File: src/design/sclat_pkg.sv
package sclat_pkg;

  localparam int unsigned THREAD_SLOTS_DEF  = 256;
  localparam int unsigned PROCESS_SLOTS_DEF = 32;
  localparam int unsigned NCAT              = 8;
  localparam int unsigned NIPC              = 4;
  localparam logic [39:0] LIMIT_RESET       = 40'd10000000000;

  // request codes
  localparam logic [1:0] REQ_ENTER    = 2'd0;
  localparam logic [1:0] REQ_EXIT     = 2'd1;
  localparam logic [1:0] REQ_READ_CAT = 2'd2;
  localparam logic [1:0] REQ_READ_IPC = 2'd3;

  // entry kinds
  localparam logic KIND_CAT = 1'b0;
  localparam logic KIND_IPC = 1'b1;

  typedef enum logic [2:0] {
    S_CLR,
    S_IDLE,
    S_PEND,
    S_LAT,
    S_UPD,
    S_RD
  } state_e;

  // pending call word
  typedef struct packed {
    logic        valid;
    logic [9:0]  num;
    logic [63:0] start;
  } pend_t;

  // category statistics row
  typedef struct packed {
    logic [63:0] lat_max;
    logic [63:0] lat_min;
    logic [63:0] total;
    logic [63:0] errors;
    logic [63:0] count;
  } cat_row_t;

  // ipc statistics row
  typedef struct packed {
    logic [63:0] total;
    logic [63:0] count;
  } ipc_row_t;

  function automatic logic [2:0] call_category(input logic [9:0] n);
    logic [2:0] c;
    case (n)
      10'd0, 10'd1, 10'd2, 10'd3, 10'd4, 10'd5, 10'd6, 10'd7, 10'd8,
      10'd16, 10'd17, 10'd18, 10'd19, 10'd20, 10'd21, 10'd32, 10'd33,
      10'd40, 10'd72, 10'd73, 10'd74, 10'd75, 10'd76, 10'd77, 10'd78,
      10'd79, 10'd80, 10'd81, 10'd82, 10'd83, 10'd84, 10'd85, 10'd86,
      10'd87, 10'd88, 10'd89, 10'd90, 10'd91, 10'd92, 10'd93, 10'd94,
      10'd133, 10'd137, 10'd138, 10'd161, 10'd165, 10'd166, 10'd217,
      10'd257, 10'd258, 10'd259, 10'd260, 10'd261, 10'd262, 10'd263,
      10'd264, 10'd265, 10'd266, 10'd267, 10'd268, 10'd269, 10'd270,
      10'd271, 10'd275, 10'd276, 10'd277, 10'd278, 10'd280, 10'd285,
      10'd291, 10'd292, 10'd294, 10'd306, 10'd316, 10'd322, 10'd323:
        c = 3'd1;
      10'd41, 10'd42, 10'd43, 10'd44, 10'd45, 10'd46, 10'd47, 10'd48,
      10'd49, 10'd50, 10'd51, 10'd52, 10'd53, 10'd54, 10'd55, 10'd288,
      10'd299, 10'd307:
        c = 3'd2;
      10'd9, 10'd10, 10'd11, 10'd12, 10'd25, 10'd26, 10'd27, 10'd28,
      10'd29, 10'd30, 10'd31, 10'd67, 10'd149, 10'd150, 10'd151,
      10'd152, 10'd279, 10'd319:
        c = 3'd3;
      10'd24, 10'd39, 10'd56, 10'd57, 10'd58, 10'd59, 10'd60, 10'd61,
      10'd95, 10'd101, 10'd102, 10'd104, 10'd105, 10'd106, 10'd107,
      10'd108, 10'd109, 10'd110, 10'd111, 10'd112, 10'd113, 10'd114,
      10'd115, 10'd116, 10'd117, 10'd118, 10'd119, 10'd120, 10'd125,
      10'd126, 10'd155, 10'd157, 10'd158, 10'd186, 10'd231, 10'd247,
      10'd272, 10'd273, 10'd274, 10'd318, 10'd321:
        c = 3'd4;
      10'd22, 10'd293, 10'd64, 10'd65, 10'd66, 10'd220, 10'd68, 10'd69,
      10'd70, 10'd71, 10'd284, 10'd290, 10'd202, 10'd240:
        c = 3'd5;
      10'd35, 10'd36, 10'd37, 10'd38, 10'd96, 10'd201, 10'd222,
      10'd223, 10'd224, 10'd226, 10'd227, 10'd228, 10'd229, 10'd230,
      10'd283, 10'd286, 10'd287:
        c = 3'd6;
      10'd13, 10'd14, 10'd15, 10'd34, 10'd62, 10'd127, 10'd128,
      10'd129, 10'd130, 10'd131, 10'd200, 10'd234, 10'd282, 10'd289:
        c = 3'd7;
      default:
        c = 3'd0;
    endcase
    return c;
  endfunction

  // ipc kind 1..4, zero when the call is no ipc call
  function automatic logic [2:0] ipc_kind(input logic [9:0] n);
    logic [2:0] k;
    case (n)
      10'd22, 10'd293:                    k = 3'd1;
      10'd29, 10'd30, 10'd31, 10'd67:     k = 3'd2;
      10'd202, 10'd240:                   k = 3'd3;
      10'd68, 10'd69, 10'd70, 10'd71:     k = 3'd4;
      default:                            k = 3'd0;
    endcase
    return k;
  endfunction

endpackage

File: src/design/sclat_alu.sv
module sclat_alu (
  input  sclat_pkg::cat_row_t cat_i,
  input  sclat_pkg::ipc_row_t ipc_i,
  input  logic [63:0]         lat_i,
  input  logic                err_i,
  output sclat_pkg::cat_row_t cat_o,
  output sclat_pkg::ipc_row_t ipc_o
);
  import sclat_pkg::*;

  // category row update
  always_comb begin
    cat_o        = cat_i;
    cat_o.count  = cat_i.count + 64'd1;
    cat_o.errors = cat_i.errors + {63'd0, err_i};
    if (lat_i != 64'd0) begin
      cat_o.total = cat_i.total + lat_i;
      if ((lat_i < cat_i.lat_min) || (cat_i.lat_min == 64'd0)) begin
        cat_o.lat_min = lat_i;
      end
      if (lat_i > cat_i.lat_max) begin
        cat_o.lat_max = lat_i;
      end
    end
  end

  // ipc row update
  always_comb begin
    ipc_o.count = ipc_i.count + 64'd1;
    ipc_o.total = ipc_i.total + lat_i;
  end

endmodule

File: config.mk
export PLATFORM = sky130hd
export DESIGN_NAME = sclat_alu
export DESIGN_NICKNAME = d
export VERILOG_FILES = /design/src/design/sclat_pkg.sv /design/src/design/sclat_alu.sv
export SDC_FILE = /design/constraint.sdc
export NUM_CORES = 1
export LEC_CHECK = 0
export ABC_AREA = 1
export BUFFER_PORTS_ARGS = -buffer_cell sky130_fd_sc_hd__buf_2
export CORE_AREA = 2 2 378 380
export DETAILED_ROUTE_END_ITERATION = 10
export DIE_AREA = 0 0 380 382
export PLACE_DENSITY_LB_ADDON = 0.12
export SLEW_MARGIN = 0
export SYNTH_ARGS = -nofsm -noshare
export SYNTH_HDL_FRONTEND = slang
export SYNTH_SLANG_ARGS = --single-unit
File: constraint.sdc
create_clock -name vclk -period 1.9
set_input_delay 0.19 -clock vclk [all_inputs]
set_output_delay 0.19 -clock vclk [all_outputs]
set_load 0.02 [all_outputs]
-- Yosys cells after proc, flatten, opt, wreduce, memory -nomap -nowiden
Cells that the tools add are included.
- register bits after elaboration: 0
- input port bits: 513
- output and inout port bits: 448
- word-level logic and storage cells: 13
- $add $sub $neg: 5
- order comparisons: 2
- mux-type cells: 3
- reductions and logical operators: 3
- operators by type and width (kind ; number):
    two-way mux 192 bit ; 1
    adder 64 x 1 -> 64 bit (second input constant) ; 2
    adder 64 bit ; 2
    two-way mux 64 bit ; 2
    adder 64 x 1 -> 64 bit ; 1
    > comparator 64 bit ; 1
    zero test 64 bit ; 1
    less-than comparator 64 bit ; 1
    nonzero test 64 bit ; 1
    logical OR 1 bit ; 1

-- Logic depth before layout (Yosys ltp)
- word-level depth: 4
- mapped depth: 19
- mapped depth without buffers: 18

-- Worst setup path before layout
Ideal clock, no wire load.
- kind: input to output
- start point: in cat_i[128] (netlist name)
- end point: out cat_o[176] (netlist name)
- arrival: 2.132 ns
- required time: 1.710 ns
- slack: -0.422 ns
- stages: 11
- buffers on the path: 0
- path through: ha_1 -> fa_1 -> nand3_1 -> nand2_1 -> a21oi_1 -> o21ai_0 -> nand3_1 -> nand3_1 -> nand2_1 -> nand2_1 -> o21ai_0
- RTL lines (item ; RTL line ; RTL):
    start: declaration ; sclat_alu.sv:2 ; input sclat_pkg::cat_row_t cat_i,
    end: declaration ; sclat_alu.sv:6 ; output sclat_pkg::cat_row_t cat_o,

==> metrics <==
status finished with violations; failing checks setup timing; number of top-level pins a little under 1000; fin crit period 2.627 ns; Buffers on Ports 961; pin count of the biggest net entering global routing 36; Max Fanout on Critical Path 5; final setup violation count approximately 380; synthesized area divided by synthesized cell count 5.257 um2; overall die area 0.1452 mm2; All-Layer GR Usage 0.2323; placed insts 7942; type of the worst min-delay path in2out; sequential group share of total power 0; part of the total power dissipated in combinational logic 1.000; Initial DRT Pass Iterations 7; cell taking the most area after synthesis sky130_fd_sc_hd__nand2_1; total net switching power about 9 mW; normalized max-slew margin 0.6614; netlist area before placement 0.02055 mm2; final number of max-transition violations 0; endpoints failing hold 0; fin cells 8004; multi-input gate area in the final layout around 0.023 mm2; power per cell area 348.6 mW/mm2; Fmax achieved 0.3807 GHz; First DRT Iteration DRCs between 1500 and 2000; most frequent standard cell in the layout excluding fill and tap cells sky130_fd_sc_hd__buf_4; Yosys Warn Count 0; nets in the synthesized netlist 4681; register area share after synthesis 0; mean routed wirelength per cell 22.80 um; share of post-route cells with drive strength above 1 0.5374; Final Instance Area 0.04417 mm2; FF+latch count 0; clock buffer count 0; setup repair after global routing missed its margin yes; Filler cells 15980; final worst setup slack -0.7268 ns; drt drc 0; worst slew pin tran slightly above 0.5 ns; Critical Path Start Type input port; fraction of power spent switching nets 0.5771; arrival time at the worst endpoint 2.44 ns; drt via density between 4 and 5; number of global-route vias before repair 34650; internal power 6.511 mW; leakage power of the design 21.86 nW; setup TNS -174.90 ns; number of different library cells in the post-synthesis netlist 46; Die X 380 um; initial antenna violation count 63; Worst Setup End Kind output port; Routed Wire Length about 180000 um; highest-count cells in the layout ignoring fill and taps sky130_fd_sc_hd__buf_4, sky130_fd_sc_hd__nand2_1, sky130_fd_sc_hd__buf_2, sky130_fd_sc_hd__inv_1, sky130_fd_sc_hd__nor2_1; initial core utilization 0.1459; reported max-cap violation count 0; storage element area 0 um2; Gate Count Post-Synth 3909; kind of critical path in2out; die height around 380 um; portion of total power attributed to the clock network 0; quantity of hold-fixing buffers added after cts 0; Final Total Pwr 15.40 mW; vias 34570; Floorplan Core Area 0.1409 mm2; number of routed nets with antenna violations 0; top area cells in the synthesized netlist sky130_fd_sc_hd__nand2_1, sky130_fd_sc_hd__ha_1, sky130_fd_sc_hd__inv_1; aggregate global routing overflow 0; layout overhead on the synthesized area 114.9%; Final period util 1.383; share of Yosys cell area claimed by the top area cell type 0.2102; Worst IR Drop VDD 0.2261 mV; number of nets at the end of the flow 6872; sum of net half-perimeters after detailed placement 164300 um; final weighted congestion in routability-driven placement 0.9323; global-route wire length before repair around 240000 um; number of placement rows 138; cell area reported after detailed placement 0.03810 mm2; required time of the critical path 1.71 ns
## synthesized netlist by cell type (13+ instances only)
master,n
sky130_fd_sc_hd__inv_1,618
sky130_fd_sc_hd__o21bai_1,24
sky130_fd_sc_hd__ha_1,257
sky130_fd_sc_hd__nor2_1,433
sky130_fd_sc_hd__nand3b_1,13
sky130_fd_sc_hd__nor4_1,52
sky130_fd_sc_hd__a31oi_1,22
sky130_fd_sc_hd__nand4_1,104
sky130_fd_sc_hd__clkbuf_1,16
sky130_fd_sc_hd__nand3_1,238
sky130_fd_sc_hd__nand2_1,1151
sky130_fd_sc_hd__o21ai_0,175
sky130_fd_sc_hd__xnor2_1,71
sky130_fd_sc_hd__buf_2,28
sky130_fd_sc_hd__a21oi_1,258
sky130_fd_sc_hd__xor2_1,190
sky130_fd_sc_hd__nor3_1,133
sky130_fd_sc_hd__a21o_1,20
## worst max-delay path, cell delays in order
cell and delay [ns]:
sky130_fd_sc_hd__buf_2 0.17, sky130_fd_sc_hd__inv_1 0.10, sky130_fd_sc_hd__ha_4 0.25, sky130_fd_sc_hd__nand2_1 0.05
sky130_fd_sc_hd__inv_1 0.03, sky130_fd_sc_hd__o21ai_0 0.19, sky130_fd_sc_hd__a21oi_2 0.09, sky130_fd_sc_hd__o21ba_4 0.20
sky130_fd_sc_hd__nor2_2 0.10, sky130_fd_sc_hd__nand2_2 0.13, sky130_fd_sc_hd__nand2_4 0.12, sky130_fd_sc_hd__nand2_8 0.08
sky130_fd_sc_hd__nand2_8 0.15, sky130_fd_sc_hd__buf_12 0.16, sky130_fd_sc_hd__clkbuf_16 0.17, sky130_fd_sc_hd__nand2_4 0.05
sky130_fd_sc_hd__nand2_2 0.07, sky130_fd_sc_hd__buf_6 0.11
## power by group through the flow
stage	clock, mW	combinational [mW]	sequential, mW
after floorplan	0	5.84	0
after global placement	0	13.1	0
after detailed placement	0	13.0	0
after CTS	0	13.6	0
after global routing	0.000000776	16.4	0
final	0.00000113	15.4	0
## routing by layer
layer,GRT usage,up-vias,share of wire
met5,0,-,0.0010
met4,0.03836,30,0.025
met3,0.03443,192,0.057
met2,0.4185,1041,0.49
met1,0.2942,16170,0.43
li1,-,17140,-
## kinds of logic (layout without fill, tap and decap cells)
family,Yosys count,in the layout,share of synthesized area
XOR/XNOR,261,261,0.1112
AND/OR/NAND/NOR,2196,2196,0.4684
other,0,16,0
AO/OA/AOI/OAI,527,527,0.1386
buffers and inverters,666,2855,0.1233
adder cells (fa/ha/maj),259,259,0.1584
## layout make-up
class / count / area share
diodes: 16 / 0.0009065
inverters: 621 / 0.05334
well taps: 1890 / 0.05354
multi-input cells: 3243 / 0.5280
repair buffers: 2234 / 0.3642
## metrics by stage
step / hold WS [ns] / util / setup WS, ns
global placement: 0.6832 / 0.2704 / -1.159
CTS: 0.6936 / 0.2790 / -0.8201
detailed placement: 0.6901 / 0.2704 / -1.127
global route: 0.7035 / 0.3134 / -0.8054
finish: 0.6904 / 0.3135 / -0.7268
floorplan: 0.4566 / - / -0.1088
## repair_timing
action                                  4_1_cts  5_1_grt
gates cloned                                  2        9
resized for setup                           284     1074
setup buffers                                 6       35
endpoints found under the setup margin      376      392
pin swaps                                    19      184
## path summary, 6_finish.rpt
path	startpoint	end	slack (ns)	depth (start not counted)
max	cat_i[273]	cat_o[278]	-0.73	18
min	cat_i[63]	cat_o[63]	0.69	3
No activity file was read; power rests on OpenSTA's default activity.
